`src/hdl/hbpa_pkg.sv`:
```
// ----------------------------------------------------------------------------
// hbpa_pkg
// Types and constants shared by the hierarchical bitmap page allocator.
// ----------------------------------------------------------------------------
package hbpa_pkg;

	// command codes
	typedef enum logic [3:0] {
		OP_ALLOC4K  = 4'd0,
		OP_ALLOC2M  = 4'd1,
		OP_FREE4K   = 4'd2,
		OP_FREE2M   = 4'd3,
		OP_MARK4K   = 4'd4,
		OP_MARK128K = 4'd5,
		OP_MARK2M   = 4'd6,
		OP_MARK64M  = 4'd7,
		OP_FREE128K = 4'd8,
		OP_FREE64M  = 4'd9
	} op_t;

	// map levels
	localparam logic [1:0] LVL_4K   = 2'd0;
	localparam logic [1:0] LVL_128K = 2'd1;
	localparam logic [1:0] LVL_2M   = 2'd2;
	localparam logic [1:0] LVL_64M  = 2'd3;

	localparam logic [63:0] HIGH_BITS  = 64'haaaa_aaaa_aaaa_aaaa;
	localparam logic [63:0] LOW_BITS   = 64'h5555_5555_5555_5555;
	localparam logic [63:0] UPPER_HALF = 64'hffff_ffff_0000_0000;
	localparam logic [1:0]  ENT_FULL   = 2'b11;
	localparam logic [1:0]  ENT_PART   = 2'b01;
	localparam int unsigned ENTRIES    = 32;

	typedef struct packed {
		logic [3:0]  opcode;
		logic [15:0] page_number;
	} cmd_t;

	typedef struct packed {
		logic        status;
		logic [15:0] granted_page;
	} res_t;

	// control of the shared map update unit
	typedef struct packed {
		logic [1:0] lvl;
		logic       mark;
		logic       partial;
		logic [4:0] entry;
		logic       upper_half;
	} upd_ctrl_t;

endpackage

```
`src/hdl/hbpa_scan.sv`:
```
// ----------------------------------------------------------------------------
// hbpa_scan
// First-fit search: lowest entry among the first lim whose chosen bit is clear.
// ----------------------------------------------------------------------------
module hbpa_scan (
	input  logic [63:0] word,
	input  logic        hi_sel,
	input  logic [5:0]  lim,
	output logic        found,
	output logic [4:0]  idx
);
	import hbpa_pkg::*;

	// priority encode from the top so the lowest hit wins
	always_comb begin
		found = 1'b0;
		idx   = '0;
		for (int k = ENTRIES - 1; k >= 0; k--) begin
			if ((6'(k) < lim) && !word[2 * k + (hi_sel ? 1 : 0)]) begin
				found = 1'b1;
				idx   = 5'(k);
			end
		end
	end

endmodule

```
`config.mk`:
```
export PLATFORM = sky130hd
export DESIGN_NAME = hbpa_scan
export DESIGN_NICKNAME = d
export VERILOG_FILES = /design/src/hdl/hbpa_pkg.sv /design/src/hdl/hbpa_scan.sv
export SDC_FILE = /design/constraint.sdc
export NUM_CORES = 1
export LEC_CHECK = 0
export ABC_AREA = 1
export BUFFER_PORTS_ARGS = -buffer_cell sky130_fd_sc_hd__buf_2
export CORE_MARGIN = 2
export CORE_UTILIZATION = 45
export DETAILED_ROUTE_END_ITERATION = 8
export PLACE_DENSITY = 0.91
export SLEW_MARGIN = 20
export SYNTH_ARGS = -nofsm -noshare
export SYNTH_HDL_FRONTEND = slang
export SYNTH_SLANG_ARGS = --single-unit
export TNS_END_PERCENT = 100
```
`constraint.sdc`:
```
create_clock -name vclk -period 2.8
set_clock_uncertainty 0.05 [all_clocks]
set_input_delay 0.28 -clock vclk [all_inputs]
set_output_delay 0.28 -clock vclk [all_outputs]
set_load 0.05 [all_outputs]
```
# Yosys cells after proc, flatten, opt, wreduce, memory -nomap -nowiden
# Cells that the tools add are included.
# word_totals
output_inout_bits	6
regBits	0
# op_classes
reduce_logical	64
mux	161
order_cmp	64
add_sub_neg	31
# ops
op	count
less-than comparator 32 x 8 -> 1 bit, second input constant	31
adder 7 x 32 -> 32 bit, first input constant	16
adder 6 x 32 -> 32 bit, first input constant	8
binary-select mux 1 bit (select 6 bit)	32
2-to-1 mux 5 bit	32
adder 5 x 32 -> 32 bit, first input constant	4
2-to-1 mux 1 bit	97
less-than comparator 5 x 6 -> 1 bit, first input constant	16
adder 4 x 32 -> 32 bit, first input constant	2
less-than comparator 4 x 6 -> 1 bit, first input constant	8
adder 3 x 32 -> 32 bit, first input constant	1
logical AND 1 bit	32
logical NOT 1 bit	32
less-than comparator 3 x 6 -> 1 bit, first input constant	4
less-than comparator 1 x 6 -> 1 bit, first input constant	2
less-than comparator 2 x 6 -> 1 bit, first input constant	2
less-than comparator 1 x 7 -> 1 bit, second input constant	1

# Depth between registers and ports, before layout
# Gate-level depths: netlist of run 1.
# depth
word_depth	39
depth_mapped	32
mapped_depth_nobuf	31

# Least setup slack after synthesis of run 1
# Ideal clock, no wire load.
# synth_timing
kind	in2out
startpoint	input port lim[5]
endpoint	output port idx[4]
setup_slack_ns	-0.319
required_time_ns	2.470
n_path_buf	0
arrival_ns	2.789
cell_stages	14
path_cell_list	nor2_2 -> inv_2 -> nor2_4 -> inv_2 -> nor2_1 -> inv_1 -> o21ai_1 -> inv_1 -> or2_1 -> nor2_1 -> inv_2 -> nor2_1 -> inv_2 -> nor3_1
# synth_via
elab_chain_cells	34
# synth_rtl
element	line_no	rtl
from (decl)	hbpa_scan.sv:8	input logic [5:0] lim,
less-than comparator 5 x 6 -> 1 bit	hbpa_scan.sv:19	if ((6'(k) < lim) && !word[2 * k + (hi_sel ? 1 : 0)]) begin
logical AND 1 bit	hbpa_scan.sv:19	
2-to-1 mux 5 bit (31 in a row)	hbpa_scan.sv:19	
2-to-1 mux 5 bit (*)	hbpa_scan.sv:19	
to (decl)	hbpa_scan.sv:10	output logic [4:0] idx
# Mark *: on every way between the ends. The rest lies on a longest branch, timed or not.

# Worst setup path in the final report of run 1
# layout_timing
startpoint	input port lim[2]
endpoint	output port idx[0]
# The elaborated chain is that of the path after synthesis.

==> flow_metrics.env, run 1 <==
export IMPL_status="finished, final reports clean"
export IMPL_tns_ps=0
export IMPL_postSynthCellCount=253
export IMPL_nClkBuffers=0
export IMPL_crit_slowest_cell="buf_6"
export IMPL_dp_cells=369
export IMPL_grt_antenna_before_repair=0
export IMPL_synthSimpleGateAreaFrac=0.6430
export IMPL_hpwl_um=3336
export IMPL_grt_pass1_vias=1557
export IMPL_grt_pass1_wl_um=6065
export IMPL_std_cell_rows=18
export IMPL_timing_final_ws_setup_ps=46.18
export IMPL_min_path_type="input pin to output port"
export IMPL_fp_dieW_um=54.47
export IMPL_swShare=0.5585
export IMPL_setup_viol=0
export IMPL_drc=0
export IMPL_worstPathMaxFanout=4
export IMPL_dr_pass1_iters=4
export IMPL_hold_violations=0
export IMPL_mostFrequentLayoutCells="nand2_1, buf_2, nor2_1"
export IMPL_grt_start_max_net_pins=19
export IMPL_flops_and_latches=0
export IMPL_initial_core_util=0.4669
export IMPL_synthAdderAreaFrac=0
export IMPL_seq_area_um2=0
export IMPL_muxShareOfSynthArea=0.04367
export IMPL_final_nets=420
export IMPL_drv_slew=0
export IMPL_worstHoldEndpoint="idx[0]"
export IMPL_crit_cells=32
export IMPL_tightest_slew_ps=339.6
export IMPL_p_switching_w=0.0001701
export IMPL_drive_gt1_frac=0.3833
export IMPL_core_um2=2455
export IMPL_path_buf_inv=2
export IMPL_critPathTopFamily="simple AND/OR/NAND/NOR gates"
export IMPL_yosysTopAreaCell="nand2_1"
export IMPL_final_area_um2=1823
export IMPL_ir_worst_vdd_v=0.0001115
export IMPL_dr_wl_met3_um=348
export IMPL_place_area_um2=1662
export IMPL_p_leak_nw=1.097
export IMPL_clkPwrFrac=0
export IMPL_slowest_delay_ps=170
export IMPL_netlist_area_um2=1146
export IMPL_hp_start="word[10]"
export IMPL_ant_nets=0
export IMPL_required_ps=2470
export IMPL_synth_cell_types=29
export IMPL_synth_xor_area_frac=0
export IMPL_min_period_ps=2754
export IMPL_power_density_nw_per_um2=167.0
export IMPL_period_share=0.9835
export IMPL_combPwrFrac=1.000
export IMPL_worst_setup_path_end_kind="output port"
export IMPL_portBuffers=77
export IMPL_dp_slack_ps=-5.970
export IMPL_track_usage=0.2684
export IMPL_crit_top_cell="nand2_1"
export IMPL_maxCapViolations=0
export IMPL_vias=1893
export IMPL_die_area_um2=2966
export IMPL_yosys_top_cells_area="nand2_1, nor2_1, inv_1"
export IMPL_dr_first_iter_drc_count=41
export IMPL_crit_arrival_ps=2420
export IMPL_dr_max_layer_used="met4"
export IMPL_area_growth_pct=59.06
export IMPL_wl_met2_um=2119
export IMPL_synth_top_area_frac=0.3504
export IMPL_cts_hold_buf=0
export IMPL_wl_um=4277
export IMPL_relSlewSlack=0.7719
export IMPL_wl_per_cell_um=11.34
export IMPL_top_level_ports=77
export IMPL_die_y_um=54.47
export IMPL_seqPwrFrac=0
export IMPL_intPower_w=0.0001344
export IMPL_wl_met1_um=1710
export IMPL_layout_commonest_cell="nand2_1"
export IMPL_syn_num_nets=324
export IMPL_synth_compound_area_frac=0.1670
export IMPL_seq_area_frac_synth=0
export IMPL_synth_area_per_cell_um2=4.530
export IMPL_synth_top_family_by_area="simple AND/OR/NAND/NOR gates"
export IMPL_synth_warnings=0
export IMPL_gr_total_overflow=0
export IMPL_hold_path_depth=7
export IMPL_n_antenna_cell=0
export IMPL_crit_path_start_kind="input pin"
export IMPL_final_cells=377
export IMPL_final_util=0.7426
export IMPL_timing_fmax_mhz=363.1
export IMPL_path_class="input pin to output port"
export IMPL_viasPerCell=5.021
export IMPL_gp_congestion=0.8718
export IMPL_rsz0062_at_grt="yes"
[logic make-up after synthesis]
| logic type | count (synthesis) |
|---|---|
| AO/OA/AOI/OAI | 31 |
| buffers and inverters | 42 |
| multiplexers | 5 |
| AND/OR/NAND/NOR | 175 |
[how the worst max path moves through the flow]
stage          startpoint     end  slack, ps
2_1_floorplan      lim[5]  idx[4]        100
3_3_place_gp       lim[5]  idx[0]         20
3_5_place_dp       lim[1]  idx[0]         -6
4_1_cts            lim[1]  idx[0]         40
5_1_grt            lim[2]  idx[0]       -250
6_report           lim[2]  idx[0]         50
[metal layers]
layer / global-route usage / vias up
li1: - / 989
met1: 0.3204 / 805
met2: 0.5181 / 88
met3: 0.01366 / 11
met4: 0.05833 / 0
met5: 0 / -
[cells in the mapped netlist (3+ instances only)]
master / count
inv_2: 12
nand2_2: 3
inv_1: 23
nor3_1: 7
nand4_1: 3
o221ai_1: 3
a21oi_1: 7
nand2_1: 107
nor2_1: 35
buf_2: 5
mux2i_1: 5
nand3_1: 12
o21ai_0: 9
[layout make-up]
cell class	instances	area, µm²
Inverter	35	141.4
Fill cell	218	631.9
Tap cell	30	37.54
Multi-Input combinational cell	211	1032
Timing Repair Buffer	101	611.8
[timing repair]
action                     4_1_cts  5_1_grt
setup buffers                    0        8
pin swaps                        0       18
setup endpoints to repair        1        3
resized for setup                1       31
[power groups by stage]
| stage | Clock, W | Combinational, W | Sequential (W) |
|---|---|---|---|
| floorplan | 0 | 0.000170 | 0 |
| CTS | 0 | 0.000272 | 0 |
| finish | 0 | 0.000305 | 0 |
| global placement | 0 | 0.000267 | 0 |
| detailed placement | 0 | 0.000270 | 0 |
| global route | 0 | 0.000338 | 0 |
[stage by stage]
step / total power (W) / hold WS, ps
5_1_grt: 0.0003384 / 1115
2_1_floorplan: 0.0001702 / 859.7
6_report: 0.0003045 / 1057
3_5_place_dp: 0.0002699 / 1101
3_3_place_gp: 0.0002670 / 1080
4_1_cts: 0.0002720 / 1079
Power figures use the tool's default switching activity.
==> inputs of run 2 (changes only) <==
Settings changed: ABC_CLOCK_PERIOD_IN_PS set to 2800, CORE_MARGIN 2 to not set.
==> run 2 against run 1 <==
The run now ends with negative setup slack left. Largest cell class unchanged. Non-clock buffer count fell by 8. Design area shrank 1.9%. Fmax fell by 4.8%. First-iteration DRC count up 130%. Die area down 7.2%. Final cell count decreased by 2.7%. Largest power group unchanged. Combinational power rose by 2%. Worst hold slack improved by 4.1 ps. Worst setup slack worse by 140 ps. Utilization is 3.6 points higher.
==> flow_metrics.env, run 2 (synthesis gave the netlist of run 1 again) <==
export IMPL_final_area_um2=1788
export IMPL_fp_dieW_um=52.47
export IMPL_ir_worst_vdd_v=0.0001232
export IMPL_portBuffers=77
export IMPL_hold_violations=0
export IMPL_vias=1960
export IMPL_worstPathMaxFanout=6
export IMPL_setup_viol=1
export IMPL_crit_slowest_cell="nor3_4"
export IMPL_wl_per_cell_um=12.06
export IMPL_final_util=0.7783
export IMPL_track_usage=0.2624
export IMPL_core_um2=2297
export IMPL_drv_slew=0
export IMPL_area_growth_pct=56.00
export IMPL_crit_arrival_ps=2560
export IMPL_dr_pass1_iters=5
export IMPL_slowest_delay_ps=230
export IMPL_top_level_ports=77
export IMPL_crit_top_cell="nand2_1"
export IMPL_crit_path_start_kind="input pin"
export IMPL_path_buf_inv=3
export IMPL_drive_gt1_frac=0.3776
export IMPL_worst_setup_path_end_kind="output port"
export IMPL_initial_core_util=0.4989
export IMPL_std_cell_rows=17
export IMPL_dr_first_iter_drc_count=95
export IMPL_p_leak_nw=1.062
export IMPL_min_path_type="input pin to output port"
export IMPL_seq_area_um2=0
export IMPL_flops_and_latches=0
export IMPL_die_area_um2=2753
export IMPL_grt_pass1_wl_um=5761
export IMPL_viasPerCell=5.341
export IMPL_wl_um=4426
export IMPL_hpwl_um=3066
export IMPL_die_y_um=52.47
export IMPL_maxCapViolations=0
export IMPL_multi_input_area_um2=1064
export IMPL_path_class="input pin to output port"
export IMPL_period_share=1.033
export IMPL_critPathTopFamily="simple AND/OR/NAND/NOR gates"
export IMPL_grt_pass1_vias=1498
export IMPL_tightest_slew_ps=448.3
export IMPL_violations="negative setup slack"
export IMPL_fillCellCount=192
export IMPL_drc=0
export IMPL_required_ps=2470
export IMPL_rsz0062_at_grt="yes"
export IMPL_final_cells=367
export IMPL_gr_total_overflow=0
export IMPL_mostFrequentLayoutCells="nand2_1, buf_2, nor2_1"
export IMPL_grt_start_max_net_pins=17
export IMPL_layout_commonest_cell="nand2_1"
export IMPL_status="finished, violations left"
export IMPL_gp_congestion=0.9691
export IMPL_power_density_nw_per_um2=173.2
export IMPL_ant_nets=0
export IMPL_grt_antenna_before_repair=0
export IMPL_timing_final_ws_setup_ps=-92.94
export IMPL_timing_fmax_mhz=345.7
export IMPL_place_area_um2=1622
export IMPL_nClkBuffers=0
export IMPL_n_antenna_cell=0
export IMPL_relSlewSlack=0.6988
export IMPL_min_period_ps=2893
export IMPL_dp_cells=362
export IMPL_final_nets=412
run 2: changes by cell type in the layout (fill, tap and decap cells not counted), sizes merged:
cell	previous run	this run
buf	99	92
clkbuf	2	1
run 2: final timing paths:
check / slack [ps] / startpoint / end / cells past startpoint
max: -90 / lim[5] / idx[0] / 31
min: 1060 / word[10] / idx[0] / 7
run 2: area by class of cell:
| class | instances | area share |
|---|---|---|
| well taps | 28 | 0.01959 |
| inverters | 35 | 0.07908 |
| multi-input cells | 211 | 0.5948 |
| repair buffers | 93 | 0.3065 |
run 2: layer usage:
metal / up-vias / share of wire / GRT usage
li1: 971 / - / -
met1: 832 / 0.38 / 0.3214
met2: 137 / 0.48 / 0.5063
met3: 20 / 0.10 / 0.005797
met4: 0 / 0.033 / 0.03947
met5: - / 0 / 0
run 2: per-stage QoR:
step / setup TNS [ps] / hold slack, ps / total power [W] / setup slack, ps
final: -92.94 / 1061 / 0.0003097 / -92.94
after global routing: -398.0 / 1108 / 0.0003384 / -307.5
after CTS: 0 / 1096 / 0.0002635 / 35.67
after detailed placement: 0 / 1096 / 0.0002623 / 47.77
after global placement: 0 / 1087 / 0.0002574 / 81.75
after floorplan: 0 / 859.7 / 0.0001702 / 95.17
run 2: power by group:
group / internal [W] / switching (W)
Combinational: 0.000130 / 0.000179
Sequential: 0 / 0
Clock: 0 / 0
run 2: timing repair:
item | 4_1_cts | 5_1_grt
setup endpoints to repair | 0 | 3
hold buffers | 0 | 0
buffers inserted | 0 | 5
gates resized for setup | 0 | 41
run 2: worst min-delay path, cell delays in order:
cell and delay (ps):
buf_2 70, mux2i_1 70, nand2_1 80, nand2_1 60
nand2_2 70, a21oi_2 50, buf_6 140
==> inputs of run 3 (changes only) <==
Settings changed: ABC_CLOCK_PERIOD_IN_PS 2800 to 2500, CORE_UTILIZATION 45 to 40, PLACE_DENSITY 0.91 to 0.85.
Clock period 2.8 ns to 2.5 ns, I/O delays scaled along.
==> run 3 against run 2 <==
The flow still finishes with violations (negative setup slack). Worst hold slack lost 74 ps. Sequential cell count is the same. Die area grew 12%. Combinational power grew 26%. Non-clock buffer count grew 26. Sequential share of layout area is the same.
==> flow_metrics.env, run 3 (synthesis gave the netlist of run 1 again) <==
export IMPL_dr_pass1_iters=5
export IMPL_final_cells=396
export IMPL_worst_setup_path_end_kind="output port"
export IMPL_dp_slack_ps=-219.1
export IMPL_min_path_type="input pin to output port"
export IMPL_std_cell_rows=19
export IMPL_grt_pass1_vias=1795
export IMPL_relSlewSlack=0.7486
export IMPL_p_leak_nw=1.198
export IMPL_dr_first_iter_drc_count=63
export IMPL_viasPerCell=5.227
export IMPL_rsz0062_at_grt="yes"
export IMPL_flops_and_latches=0
export IMPL_ir_worst_vdd_v=0.0001646
export IMPL_dp_cells=388
export IMPL_wl_per_cell_um=12.24
export IMPL_gr_total_overflow=0
export IMPL_tightest_slew_ps=373.7
export IMPL_core_um2=2734
export IMPL_drv_slew=0
export IMPL_grt_antenna_before_repair=0
export IMPL_place_area_um2=1805
export IMPL_crit_arrival_ps=2460
export IMPL_period_share=1.105
export IMPL_ant_nets=0
export IMPL_fp_dieW_um=55.53
export IMPL_hold_violations=0
export IMPL_min_period_ps=2762
export IMPL_worstPathMaxFanout=3
export IMPL_crit_slowest_cell="o211ai_1"
export IMPL_seq_area_um2=0
export IMPL_tns_ps=-555.3
export IMPL_gp_congestion=0.8825
export IMPL_drive_gt1_frac=0.4301
export IMPL_status="finished, violations left"
export IMPL_die_area_um2=3084
export IMPL_vias=2070
export IMPL_violations="negative setup slack"
export IMPL_crit_top_cell="nand2_1"
export IMPL_layout_commonest_cell="nand2_1"
export IMPL_worstHoldEndpoint="idx[0]"
export IMPL_timing_final_ws_setup_ps=-262.0
export IMPL_power_density_nw_per_um2=190.8
export IMPL_timing_fmax_mhz=362.1
export IMPL_slowest_delay_ps=230
export IMPL_portBuffers=77
export IMPL_top_level_ports=77
export IMPL_nClkBuffers=0
export IMPL_drc=0
export IMPL_setup_viol=5
export IMPL_hp_start="word[11]"
export IMPL_required_ps=2200
export IMPL_grt_pass1_wl_um=7024
export IMPL_path_class="input pin to output port"
export IMPL_n_antenna_cell=0
export IMPL_hold_path_depth=7
export IMPL_track_usage=0.2674
export IMPL_mostFrequentLayoutCells="nand2_1, buf_2, buf_4"
export IMPL_die_y_um=55.53
export IMPL_initial_core_util=0.4192
export IMPL_power_w=0.0003899
export IMPL_grt_start_max_net_pins=13
export IMPL_wl_um=4849
export IMPL_final_area_um2=2043
export IMPL_area_growth_pct=78.28
export IMPL_fillCellCount=208
export IMPL_maxCapViolations=0
export IMPL_crit_path_start_kind="input pin"
export IMPL_final_nets=438
export IMPL_hpwl_um=3398
==> run 3: area by class of cell <==
cell class                      instances  area, µm²  area share
Inverter                               35      138.9     0.06797
Tap cell                               31      38.79     0.01898
Multi-Input combinational cell        211       1080      0.5285
Timing Repair Buffer                  119      785.8      0.3846
==> run 3: metrics by stage <==
| stage | utilization | hold slack [ps] |
|---|---|---|
| CTS | 0.6860 | 984.7 |
| detailed placement | 0.6604 | 1056 |
| finish | 0.7474 | 987.0 |
| global route | 0.7474 | 1028 |
| floorplan | - | 799.7 |
| global placement | 0.6604 | 1047 |
==> run 3: routing by layer <==
layer	GRT usage	vias to the layer above	wire length [µm]
li1	-	1022	-
met1	0.3195	883	1820
met2	0.5215	132	2412
met3	0.01171	33	375
met4	0.05357	0	240
met5	0	-	0
==> run 3: where the power goes <==
group	internal (W)	leakage, nW	switching, W	total (W)
Combinational	0.000179	1.20	0.000211	0.000390
Clock	0	0	0	0
Sequential	0	0	0	0
==> run 3: repair_timing <==
action / CTS / global route
hold buffers: 0 / 0
gates resized for setup: 16 / 37
buffers inserted: 2 / 6
endpoints found under the setup margin: 4 / 6
pin swaps: 4 / 0
==> run 3: critical path: cells and delay by family <==
family / cells / cell delay [ps]
simple gates: 26 / 1500
buf+inv: 3 / 380
compound gates: 2 / 350
==> run 3: worst max-delay path by stage <==
stage               startpoint     end  slack (ps)  cells after the start
floorplan               lim[5]  idx[4]        -140                     14
global placement        hi_sel  idx[0]        -170                     33
detailed placement      lim[5]  idx[0]        -220                     31
CTS                     lim[5]  idx[0]        -100                     30
global route            hi_sel  idx[0]        -520                     33
finish                  lim[1]  idx[0]        -260                     31
