## src/hdl/hbpa_pkg.sv

```systemverilog
// ----------------------------------------------------------------------------
// hbpa_pkg
// Types and constants shared by the hierarchical bitmap page allocator.
// ----------------------------------------------------------------------------
package hbpa_pkg;

	// command codes
	typedef enum logic [3:0] {
		OP_ALLOC4K  = 4'd0,
		OP_ALLOC2M  = 4'd1,
		OP_FREE4K   = 4'd2,
		OP_FREE2M   = 4'd3,
		OP_MARK4K   = 4'd4,
		OP_MARK128K = 4'd5,
		OP_MARK2M   = 4'd6,
		OP_MARK64M  = 4'd7,
		OP_FREE128K = 4'd8,
		OP_FREE64M  = 4'd9
	} op_t;

	// map levels
	localparam logic [1:0] LVL_4K   = 2'd0;
	localparam logic [1:0] LVL_128K = 2'd1;
	localparam logic [1:0] LVL_2M   = 2'd2;
	localparam logic [1:0] LVL_64M  = 2'd3;

	localparam logic [63:0] HIGH_BITS  = 64'haaaa_aaaa_aaaa_aaaa;
	localparam logic [63:0] LOW_BITS   = 64'h5555_5555_5555_5555;
	localparam logic [63:0] UPPER_HALF = 64'hffff_ffff_0000_0000;
	localparam logic [1:0]  ENT_FULL   = 2'b11;
	localparam logic [1:0]  ENT_PART   = 2'b01;
	localparam int unsigned ENTRIES    = 32;

	typedef struct packed {
		logic [3:0]  opcode;
		logic [15:0] page_number;
	} cmd_t;

	typedef struct packed {
		logic        status;
		logic [15:0] granted_page;
	} res_t;

	// control of the shared map update unit
	typedef struct packed {
		logic [1:0] lvl;
		logic       mark;
		logic       partial;
		logic [4:0] entry;
		logic       upper_half;
	} upd_ctrl_t;

endpackage

```

## src/hdl/hbpa_map_unit.sv

```systemverilog
// ----------------------------------------------------------------------------
// hbpa_map_unit
// Updates one two-bit entry of a map word and tests the new word for upward
// propagation of a full or free granule.
// ----------------------------------------------------------------------------
module hbpa_map_unit (
	input  logic [63:0]          word,
	input  hbpa_pkg::upd_ctrl_t  ctrl,
	output logic [63:0]          new_word,
	output logic                 cont
);
	import hbpa_pkg::*;

	logic [5:0]  pos;
	logic [63:0] emask;
	logic [63:0] lmask;
	logic [63:0] hmask;

	// entry masks
	assign pos   = {ctrl.entry, 1'b0};
	assign emask = {62'd0, ENT_FULL} << pos;
	assign lmask = {62'd0, ENT_PART} << pos;
	assign hmask = ctrl.upper_half ? UPPER_HALF : ~UPPER_HALF;

	// new word value
	always_comb begin
		if (ctrl.mark) begin
			new_word = ctrl.partial ? (word | lmask) : (word | emask);
		end else begin
			new_word = ctrl.partial ? ((word & ~emask) | lmask) : (word & ~emask);
		end
	end

	// parent becomes full or free as well
	always_comb begin
		case (ctrl.lvl)
			LVL_4K:   cont = ctrl.mark ? (new_word == '1) : (new_word == '0);
			LVL_128K: cont = ctrl.mark ? ((new_word & HIGH_BITS & hmask) == (HIGH_BITS & hmask))
			                           : ((new_word & hmask) == '0);
			LVL_2M:   cont = ctrl.mark ? ((new_word & HIGH_BITS) == HIGH_BITS)
			                           : (new_word == '0);
			default:  cont = 1'b0;
		endcase
	end

endmodule

```

## config.mk

```make
export PLATFORM = sky130hd
export DESIGN_NAME = hbpa_map_unit
export DESIGN_NICKNAME = d
export VERILOG_FILES = /design/src/hdl/hbpa_pkg.sv /design/src/hdl/hbpa_map_unit.sv
export SDC_FILE = /design/constraint.sdc
export NUM_CORES = 1
export LEC_CHECK = 0
export BUFFER_PORTS_ARGS = -buffer_cell sky130_fd_sc_hd__buf_2
export CORE_ASPECT_RATIO = 1.5
export CORE_MARGIN = 2
export CORE_UTILIZATION = 44
export DETAILED_ROUTE_END_ITERATION = 10
export GPL_TIMING_DRIVEN = 0
export PLACE_DENSITY = 0.92
export SLEW_MARGIN = 5
export SYNTH_ARGS = -nofsm -noshare
export SYNTH_HDL_FRONTEND = slang
export SYNTH_SLANG_ARGS = --single-unit
export TNS_END_PERCENT = 30
```

## constraint.sdc

```tcl
create_clock -name vclk -period 2.6
set_clock_uncertainty 0.05 [all_clocks]
set_input_delay 0.13 -clock vclk [all_inputs]
set_output_delay 0.13 -clock vclk [all_outputs]
set_load 0.005 [all_outputs]
```

After elaboration in Yosys (flattened, before gate mapping)

Cells that the tools add are included.

Memories kept: 0
Memory bits (writable): 0
Input port bits: 74
Register bits after elaboration: 0
Latch bits: 0
Logic and storage cells: 25
ROM bits: 0

$lt $le $gt $ge: 0
Bitwise operators: 7
Add/subtract/negate cells: 0
Divide/modulo/power cells: 0
Multiply operators: 0
Eq/ne operators: 5
Muxes and demuxes: 8
Reductions and logical operators: 3
Shift operators: 2

Operators with widths:

| operator                                                            | number |
|---|---|
| 64-bit two-way mux                                                  | 4 |
| 64-bit bitwise AND                                                  | 3 |
| 64-bit bitwise OR                                                   | 3 |
| 64-bit zero test                                                    | 2 |
| 64-bit == test                                                      | 1 |
| 64-bit == test (second input constant)                              | 1 |
| 64-bit inverter                                                     | 1 |
| 1-bit by 6-bit left shift with 64-bit output (first input constant) | 1 |
| 2-bit by 6-bit left shift with 64-bit output (first input constant) | 1 |
| 32-bit == test (second input constant)                              | 1 |
| 1-bit two-way mux                                                   | 3 |
| 1-bit one-hot mux with 3 select lines                               | 1 |
| 2-bit by 1-bit == test with 1-bit output (second input constant)    | 1 |
| 2-bit == test (second input constant)                               | 1 |
| 2-bit zero test                                                     | 1 |

Longest topological paths before layout

Gate-level depths: netlist of run 1.

Depth after elaboration: 10
Gate-level depth with buffers: 12
Mapped depth without buffers: 10

Worst setup path before layout of run 1

Ideal clock, no wire load.

Path type: input-to-output
From: input ctrl[3] (netlist bit)
To: output cont
Stages: 11
Slack: 0.133 ns
Path buffers: 1
Arrival: 2.287 ns
Path through: buf_4 -> nand3b_2 -> nor2_1 -> mux2i_1 -> inv_1 -> or4_1 -> nor3_1 -> and4_1 -> nand2_1 -> a32o_1 -> a21oi_2

Cells in the longest elaborated chain, start to end: 10
Elaborated cells on any way between the ends: 21
Those cells by class: eq/ne: 3; shift: 2; mux: 7; bitwise: 7; reduce/logical: 2

RTL lines:

| element                                      | RTL line            | text |
|---|---|---|
| from (decl)                                  | hbpa_map_unit.sv:8  | `input hbpa_pkg::upd_ctrl_t ctrl,` |
| 2-bit by 6-bit left shift with 64-bit output | hbpa_map_unit.sv:21 | `assign emask = {62'd0, ENT_FULL} << pos;` |
| 64-bit inverter                              | hbpa_map_unit.sv:30 | `new_word = ctrl.partial ? ((word & ~emask) \| lmask) : (word & ~emask);` |
| 64-bit bitwise AND                           | hbpa_map_unit.sv:30 |  |
| 64-bit bitwise OR                            | hbpa_map_unit.sv:30 |  |
| 64-bit two-way mux                           | hbpa_map_unit.sv:30 |  |
| 64-bit two-way mux *                         | hbpa_map_unit.sv:27 | `if (ctrl.mark) begin` |
| net new_word[54]                             | hbpa_map_unit.sv:9  | `output logic [63:0] new_word,` |
| 64-bit bitwise AND                           | hbpa_map_unit.sv:39 | `: ((new_word & hmask) == '0);` |
| 64-bit zero test                             | hbpa_map_unit.sv:39 |  |
| 1-bit two-way mux                            | hbpa_map_unit.sv:38 | `LVL_128K: cont = ctrl.mark ? ((new_word & HIGH_BITS & hmask) == (HIGH_BITS & hmask))` |
| 1-bit one-hot mux with 3 select lines *      | hbpa_map_unit.sv:36 | `case (ctrl.lvl)` |
| to (decl)                                    | hbpa_map_unit.sv:10 | `output logic cont` |

Mark *: on every way through the listed nets, which the timed path passes. The rest lies on a longest branch.

Final worst setup path of run 1

From: input ctrl[3] (netlist bit)
To: output cont

Cells in the longest elaborated chain, start to end: 10
Elaborated cells on any way between the ends: 21
Those cells by class: eq/ne: 3; shift: 2; mux: 7; bitwise: 7; reduce/logical: 2

RTL lines:

| element                                            | RTL line |
|---|---|
| 2-bit by 6-bit left shift with 64-bit output       | hbpa_map_unit.sv:21 |
| 64-bit inverter                                    | hbpa_map_unit.sv:30 |
| 64-bit bitwise AND                                 | hbpa_map_unit.sv:30 |
| 64-bit bitwise OR                                  | hbpa_map_unit.sv:30 |
| 64-bit two-way mux                                 | hbpa_map_unit.sv:30 |
| 64-bit two-way mux *                               | hbpa_map_unit.sv:27 |
| 64-bit bitwise AND, on equally long branches       | hbpa_map_unit.sv:38, hbpa_map_unit.sv:39 |
| 64-bit == test or 64-bit zero test (tied branches) | hbpa_map_unit.sv:38, hbpa_map_unit.sv:39 |
| 1-bit two-way mux                                  | hbpa_map_unit.sv:38 |
| 1-bit one-hot mux with 3 select lines *            | hbpa_map_unit.sv:36 |

Mark *: on every way between the ends. The rest lies on a longest branch, timed or not.

==> out/qor.yml, run 1 <==
status: "complete, but fails checks"
violations: "setup timing"
vias_per_cell: 7.06
post_dp_cell_area_mm2: 0.00270
wl_per_cell_um: 24.2
clockBufferCount: 0
antenna_found_initial: 0
hpwlAfterDp_um: 8340
wl_um: 12500
io_pins: 139
min_path_type: "in -> out"
yosysWarnings: 0
synth.avg_cell_area_um2: 6.40
num_vias: 3645
power_switching_w: 0.000332
p_leak_nw: 1.63
crit_slowest_cell: "or4_1"
pwr-share-seq_pct: 0
crit_path_max_fanout: 10
grt_max_degree: 12
worst-endpoint-arrival_ns: 2.63
die_w_um: 58.5
worst_slew_pin_slew_ns: 0.458
start_util_pct: 46.1
synth_compound_area_share_pct: 34.1
crit_required_ns: 2.42
yosysSeqAreaShare_pct: 0
finalInstanceArea_mm2: 0.00357
path_cells: "buf_4, and2_4, buf_6, nand3_2, o21a_1, or4_1, nor3_1, and4_1, nand2_1, a32o_1, a21oi_2, buf_2"
die_area_mm2: 0.00501
post_layout_nonfiller_instances: 516
dp_cells: 489
setup_tns_ns: -0.213
hold_path_end: "new_word[38]"
cp.depth: 12
antenna_cells: 0
core_mm2: 0.00425
start_kind: "input pin"
drc: 0
io_buffers: 137
antenna_left: 0
fin_total_pwr_w: 0.000595
syn2layout_area_growth_pct: 82.6
setup_ws_ns: -0.213
gp_congestion: 1.03
pwr-share-clk_pct: 0
grt_util_all_layers_pct: 49.5
critPathKind: "in -> out"
cp_top_family: "simple AND/OR/NAND/NOR gates"
cap_violations: 0
synth_fa_ha_area_share_pct: 0
nFlopsAndLatches: 0
ys_types: 60
slew_headroom_pct: 69.1
drtIter0Drc: 455
seqCellArea_um2: 0
grt_pass1_wl_um: 19200
period_share_pct: 108
fin_util_pct: 84.2
cts_hold_buf: 0
fmax_mhz: 356
pwr_density_cell_mw_per_mm2: 166
p_int_w: 0.000263
synth.cell_area_mm2: 0.00196
path_buf_inv: 3
synth.mux.area_fraction_pct: 10.4
final_nets: 546
die_h_um: 85.7
syn_nets: 380
final_common_cell: "buf_2"
grt_setup_unrepaired: "yes"
rows: 29
setup_violations: 1
slowest_delay_ns: 0.58
combPwrFrac_pct: 100.0
synth_simple_gate_area_share_pct: 42.5
hp-start: "word[38]"
layout_common_cells: "buf_2 (134), buf_4 (28), a21oi_1 (23), a31oi_1 (21), nand2_1 (17)"
drive_gt1_share_pct: 59.1
synth-xor-area-share_pct: 0.448
grt_pass1_vias: 3675
finalMaxSlewViolations: 0
drt_first_pass_iters: 6
hold_violations: 0
synth_top_family_by_area: "simple AND/OR/NAND/NOR gates"
ir_drop_mv: 0.150
fin_crit_ns: 2.81
whs_path_depth: 3
synthCells: 306
end_kind: "output port"
p_sw_share_pct: 55.7
overflow: 0
-- cells by family (layout without fill, tap and decap cells) --
kind of cell,Yosys count,count (layout)
and+or+nand+nor,139,140
AOI/OAI and AO/OA,101,101
buffers and inverters,46,209
muxes,19,19
xor gates and xnor gates,1,1
-- worst max-delay path by stage --
stage	startpoint	endpoint	slack, ns
3_3_place_gp	ctrl[6]	cont	-0.62
4_1_cts	ctrl[2]	cont	-0.03
3_5_place_dp	ctrl[6]	cont	-0.60
2_1_floorplan	ctrl[3]	cont	0.13
6_report	ctrl[3]	cont	-0.21
5_1_grt	ctrl[3]	cont	-0.34
-- power by group through the flow --
stage	registers, W	clock network, W	logic [W]
CTS	0	0	0.000552
detailed placement	0	0	0.000424
floorplan	0	0	0.000232
global placement	0	0	0.000420
finish	0	0	0.000595
global route	0	0	0.000620
-- layer usage --
| metal | up-vias | GRT usage (%) | share of wire [%] |
|---|---|---|---|
| met4 | 0 | 33.6 | 7.7 |
| met3 | 89 | 9.80 | 11 |
| met1 | 1645 | 55.2 | 34 |
| met2 | 376 | 82.1 | 48 |
| li1 | 1535 | - | - |
| met5 | - | 0 | 0 |
-- synthesized netlist by cell type (3+ instances only) --
master	instances	area, um^2
nor4_1	10	62.6
clkbuf_1	5	18.8
o21ai_0	5	25.0
a31oi_1	29	181
and2_1	3	18.8
a41oi_1	5	43.8
mux2i_1	12	120
nand2b_1	4	25.0
a2bb2oi_1	3	26.3
buf_6	5	56.3
o22a_1	9	78.8
or3_1	3	18.8
nand4_1	15	93.8
nand2_1	20	75.1
buf_4	6	45.0
nor2_1	24	90.1
nand3_1	12	60.1
buf_2	12	60.1
nor3_1	13	65.1
nor2b_1	7	43.8
a21oi_1	30	150
mux2_2	6	67.6
or4_1	5	37.5
inv_1	16	60.1
-- what timing repair did --
action / in CTS / in global routing
setup buffers: 27 / 0
resized for setup: 129 / 14
endpoints found under the setup margin: 1 / 1
cloned: 3 / 0
pin swaps: 30 / 3
-- metrics by stage --
stage	setup slack [ns]	hold WS (ns)
finish	-0.213	0.519
global route	-0.336	0.532
CTS	-0.0254	0.518
detailed placement	-0.603	0.516
global placement	-0.617	0.507
floorplan	0.133	0.308
-- area by class of cell --
type               instances  area [um^2]
fillers                  284          672
multi-input cells        261         2160
well taps                 46         57.6
repair buffers           166          990
plain buffers             25          300
inverters                 18         67.6
No activity file was read; power rests on OpenSTA's default activity.
==> run 2, diff against run 1 <==
- CORE_UTILIZATION: 44 -> 40
- PLACE_DENSITY: 0.92 -> 0.89
- clock period: 2.6 -> 2.4 ns (I/O delays scaled with it)
==> out/qor.yml, run 2 (synthesis gave the netlist of run 1 again) <==
status: "complete, but fails checks"
violations: "setup timing"
wl_per_cell_um: 22.3  # -7.7%
end_kind: "output port"
drt_first_pass_iters: 5  # -1
grt_pass1_vias: 3549  # -3.4%
die_area_mm2: 0.00548  # +9.4%
pwr-share-clk_pct: 0  # unchanged
worst_slew_pin_slew_ns: 0.490  # +0.0326 ns
num_vias: 3832  # +5.1%
vias_per_cell: 6.82  # -3.5%
hold_violations: 0  # unchanged
io_pins: 139  # unchanged
overflow: 0  # unchanged
core_mm2: 0.00477  # +12%
drtIter0Drc: 626  # +38%
final_common_cell: "buf_2"
start_util_pct: 41.0  # -5.1 points
crit_required_ns: 2.23  # -0.19 ns
combPwrFrac_pct: 100.0  # about the same
p_sw_share_pct: 54.0  # -1.7 points
post_layout_nonfiller_instances: 562  # +8.9%
grt_max_degree: 11  # -1
drc: 0  # unchanged
clockBufferCount: 0  # unchanged
drive_gt1_share_pct: 59.7  # +0.53 points
grt_pass1_wl_um: 18700  # -2.8%
power_switching_w: 0.000362  # +9.1%
fin_total_pwr_w: 0.000670  # +13%
setup_ws_ns: -0.389  # -0.176 ns
start_kind: "input pin"
cts_hold_buf: 0  # unchanged
dp_cells: 509  # +4.1%
fin_crit_ns: 2.79
hpwlAfterDp_um: 8130  # -2.6%
pwr-share-seq_pct: 0  # unchanged
seqCellArea_um2: 0  # unchanged
rows: 31  # +6.9%
wl_um: 12600  # +0.52%
final_nets: 572  # +4.8%
grt_setup_unrepaired: "yes"
critPathKind: "in -> out"
period_share_pct: 116
die_h_um: 89.7  # +4.7%
nFlopsAndLatches: 0  # unchanged
crit_path_max_fanout: 8  # -2
finalMaxSlewViolations: 0  # unchanged
p_int_w: 0.000308  # +17%
antenna_left: 0  # unchanged
setup_violations: 1  # unchanged
pwr_density_cell_mw_per_mm2: 179  # +7.6%
fillCellCount: 356  # +25%
syn2layout_area_growth_pct: 91.2
cap_violations: 0  # unchanged
pre_cts_slack_ns: -0.822  # -0.219 ns
gp_congestion: 1.02  # -1.1%
layout_common_cells: "buf_2 (135), buf_4 (56), a31oi_1 (23), a21oi_1 (22), nand2_1 (17)"
ir_drop_mv: 0.0908  # -40%
min_path_type: "in -> out"
die_w_um: 61.1  # +4.6%
io_buffers: 137  # unchanged
p_leak_nw: 1.74  # +7.1%
slew_headroom_pct: 67.2  # -1.9 points
antenna_found_initial: 0  # unchanged
antenna_cells: 0  # unchanged
grt_util_all_layers_pct: 45.0  # -4.5 points
worst-endpoint-arrival_ns: 2.62  # about the same
fmax_mhz: 359
## run 2: cell types whose count changed in the layout (fill, tap and decap cells not counted), sizes merged
cell / before / now
buf: 187 / 212
clkbuf: 3 / 4
## run 2: area by class of cell
type / instances / area (um^2) / area share (%)
tap: 66 / 82.6 / 2.21
inverter: 18 / 70.1 / 1.87
multi-input combinational: 261 / 2100 / 56.2
timing repair buffer: 192 / 1200 / 32.1
buffer: 25 / 285 / 7.62
## run 2: power groups by stage
stage,logic (W),clock network [W],registers (W)
3_5_place_dp,0.000458,0,0
6_report,0.000670,0,0
2_1_floorplan,0.000253,0,0
3_3_place_gp,0.000454,0,0
4_1_cts,0.000614,0,0
5_1_grt,0.000701,0,0
## run 2: per-stage QoR
stage	utilization [%]	setup TNS (ns)	hold WS [ns]	cell area [um^2]
2_1_floorplan	-	0	0.288	1970
3_3_place_gp	57.4	-0.830	0.501	2740
3_5_place_dp	57.4	-0.822	0.507	2740
4_1_cts	76.6	-0.224	0.507	3660
5_1_grt	78.4	-0.477	0.535	3740
6_report	78.4	-0.389	0.517	3740
## run 2: worst max-delay path, cell delays in order
cell	delay, ns
buf_6	0.14
bufbuf_16	0.28
nor3b_4	0.30
buf_4	0.18
nand2_1	0.08
o22ai_2	0.13
a32oi_1	0.10
nor4_2	0.38
nand4_1	0.17
a211o_1	0.29
a32o_1	0.22
a21oi_2	0.10
buf_2	0.11
## run 2: routing by layer
metal	track usage, %	wire [um]
met5	0	0
met4	30.0	1200
met3	10.6	1360
met2	73.7	5940
met1	50.4	4060
## run 2: worst paths after layout
kind	start	end	slack [ns]	cells past startpoint
worst max-delay path	ctrl[2]	cont	-0.39	13
worst min-delay path	word[32]	new_word[32]	0.52	4
## run 2: what timing repair did
action                                  in CTS  in global routing
endpoints found under the setup margin       1                  1
pin swaps                                   44                  5
cloned                                       4                  0
gates resized for setup                    109                 16
setup buffers                               50                  2
endpoints found under the hold margin        0                  0
==> run 3, diff against run 2 <==
- ABC_AREA: unset -> 1
- CORE_UTILIZATION: 40 -> 43
- REMOVE_ABC_BUFFERS: unset -> 1
==> out/qor.yml, run 3 <==
overflow: 0  # unchanged
gp_congestion: 0.916  # -10%
netlist.area_leader.share_pct: 28.7  # +19 points
nFlopsAndLatches: 0  # unchanged
setup_violations: 0  # -1
synth.avg_cell_area_um2: 4.44  # -31%
crit_path_max_fanout: 23  # +15
min_path_type: "in -> out"
ys_types: 22  # -63%
drtIter0Drc: 214  # -66%
antenna_cells: 0  # unchanged
final_nets: 751  # +31%
vias_per_cell: 5.05  # -26%
die_area_mm2: 0.00633  # +15%
worst-endpoint-arrival_ns: 2.13  # -0.49 ns
synth_area_leader_cell: "nand2_1"
synth_top_cells_by_area: "nand2_1 (29%), inv_1 (19%), nor2_1 (12%)"
cts_hold_buf: 0  # unchanged
crit_required_ns: 2.23  # about the same
yosysWarnings: 0  # unchanged
wl_per_cell_um: 12.3  # -45%
layout_common_cells: "nand2_1 (187), buf_2 (133), inv_1 (120), nor2_1 (77), nand3_1 (51)"
grt_pass1_wl_um: 13900  # -25%
clockBufferCount: 0  # unchanged
drc: 0  # unchanged
pwr_density_cell_mw_per_mm2: 144  # -20%
post_dp_cell_area_mm2: 0.00309  # +13%
worst_slew_pin_slew_ns: 0.418  # -0.0717 ns
finalMaxSlewViolations: 0  # unchanged
core_mm2: 0.00549  # +15%
status: "complete, no violations"
start_kind: "input pin"
grt_pass1_vias: 3223  # -9.2%
syn2layout_area_growth_pct: 33.6
drt_first_pass_iters: 5  # unchanged
fin_crit_ns: 2.30  # -0.493 ns
hp-start: "word[25]"
rows: 33  # +6.5%
whs_path_depth: 4  # unchanged
final_common_cell: "nand2_1"
p_leak_nw: 1.98  # +13%
setup_tns_ns: 0  # +0.389 ns
ir_drop_mv: 0.118  # +30%
synthCells: 552  # +80%
end_kind: "output port"
synth.cell_area_mm2: 0.00245  # +25%
hpwlAfterDp_um: 6830  # -16%
num_vias: 3761  # -1.9%
yosysSeqAreaShare_pct: 0  # unchanged
drive_gt1_share_pct: 26.8  # -33 points
hold_violations: 0  # unchanged
antenna_left: 0  # unchanged
ys_top_cells_by_count: "nand2_1 (187), inv_1 (121), nor2_1 (78)"
grt_max_degree: 53  # +42
holdWs_ns: 0.520  # +0.00311 ns
seqCellArea_um2: 0  # unchanged
finalInstanceArea_mm2: 0.00327  # -13%
fmax_mhz: 435  # +21%
wl_um: 9160  # -27%
io_pins: 139  # unchanged
start_util_pct: 44.6  # +3.6 points
hold_path_end: "new_word[25]"
die_w_um: 65.6  # +7.4%
antenna_found_initial: 0  # unchanged
post_layout_nonfiller_instances: 745  # +33%
grt_util_all_layers_pct: 27.1  # -18 points
period_share_pct: 95.7  # -21 points
yosysMostFrequentCell: "nand2_1"
cap_violations: 0  # unchanged
critPathKind: "in -> out"
slew_headroom_pct: 72.1  # +4.9 points
io_buffers: 139  # +1.5%
die_h_um: 96.4  # +7.5%
dp_cells: 734  # +44%
[run 3: logic make-up after synthesis]
logic type             Yosys count  share of synthesized area, %
buffers and inverters          154                          25.2
and+or+nand+nor                372                          67.8
AOI/OAI and AO/OA               26                          6.95
[run 3: final cells by class]
| class | count | area (um^2) |
|---|---|---|
| timing repair inverter | 3 | 22.5 |
| multi-input combinational | 398 | 1870 |
| fill | 574 | 2220 |
| timing repair buffer | 147 | 778 |
| tap | 70 | 87.6 |
| inverter | 127 | 510 |
[run 3: how the worst max path moves through the flow]
stage | start | depth (start not counted) | end
3_5_place_dp | ctrl[6] | 14 | cont
3_3_place_gp | ctrl[6] | 14 | cont
6_report | ctrl[4] | 15 | cont
5_1_grt | ctrl[2] | 17 | cont
4_1_cts | ctrl[5] | 15 | cont
2_1_floorplan | ctrl[6] | 12 | cont
[run 3: layer usage]
metal  GRT usage (%)  share of wire [%]  up-vias
li1                -                  -     1914
met2            54.0                 53      173
met5               0                  0        -
met4            7.99                2.8        0
met1            30.6                 38     1644
met3            1.04                6.1       30
[run 3: metrics by stage]
step                      utilization, %  setup WS, ns  power, W
after global routing                59.6       -0.0120  0.000520
after detailed placement            56.3        -0.973  0.000432
after floorplan                        -         0.189  0.000226
final                               59.6         0.104  0.000470
after CTS                           57.4        0.0261  0.000447
after global placement              56.3         -1.02  0.000425
[run 3: critical path, cell delays in order]
cell	delay, ns
buf_4	0.35
inv_8	0.13
nor2_4	0.20
nand3_1	0.11
nand2_1	0.10
nand2_1	0.09
nor2_1	0.16
nand3_1	0.09
nor2_1	0.15
and2_1	0.14
nand2_1	0.06
nor2_1	0.10
nor2_1	0.04
nor2_1	0.13
buf_2	0.14
[run 3: where the power goes]
group / internal (W) / switching [W] / leakage [nW]
Sequential: 0 / 0 / 0
Clock: 0 / 0 / 0
Combinational: 0.000177 / 0.000292 / 1.98
[run 3: timing repair]
item,4_1_cts,5_1_grt
pin swaps,0,3
endpoints found under the setup margin,46,1
buffers inserted,2,6
gates resized for setup,11,25
cloned,3,0
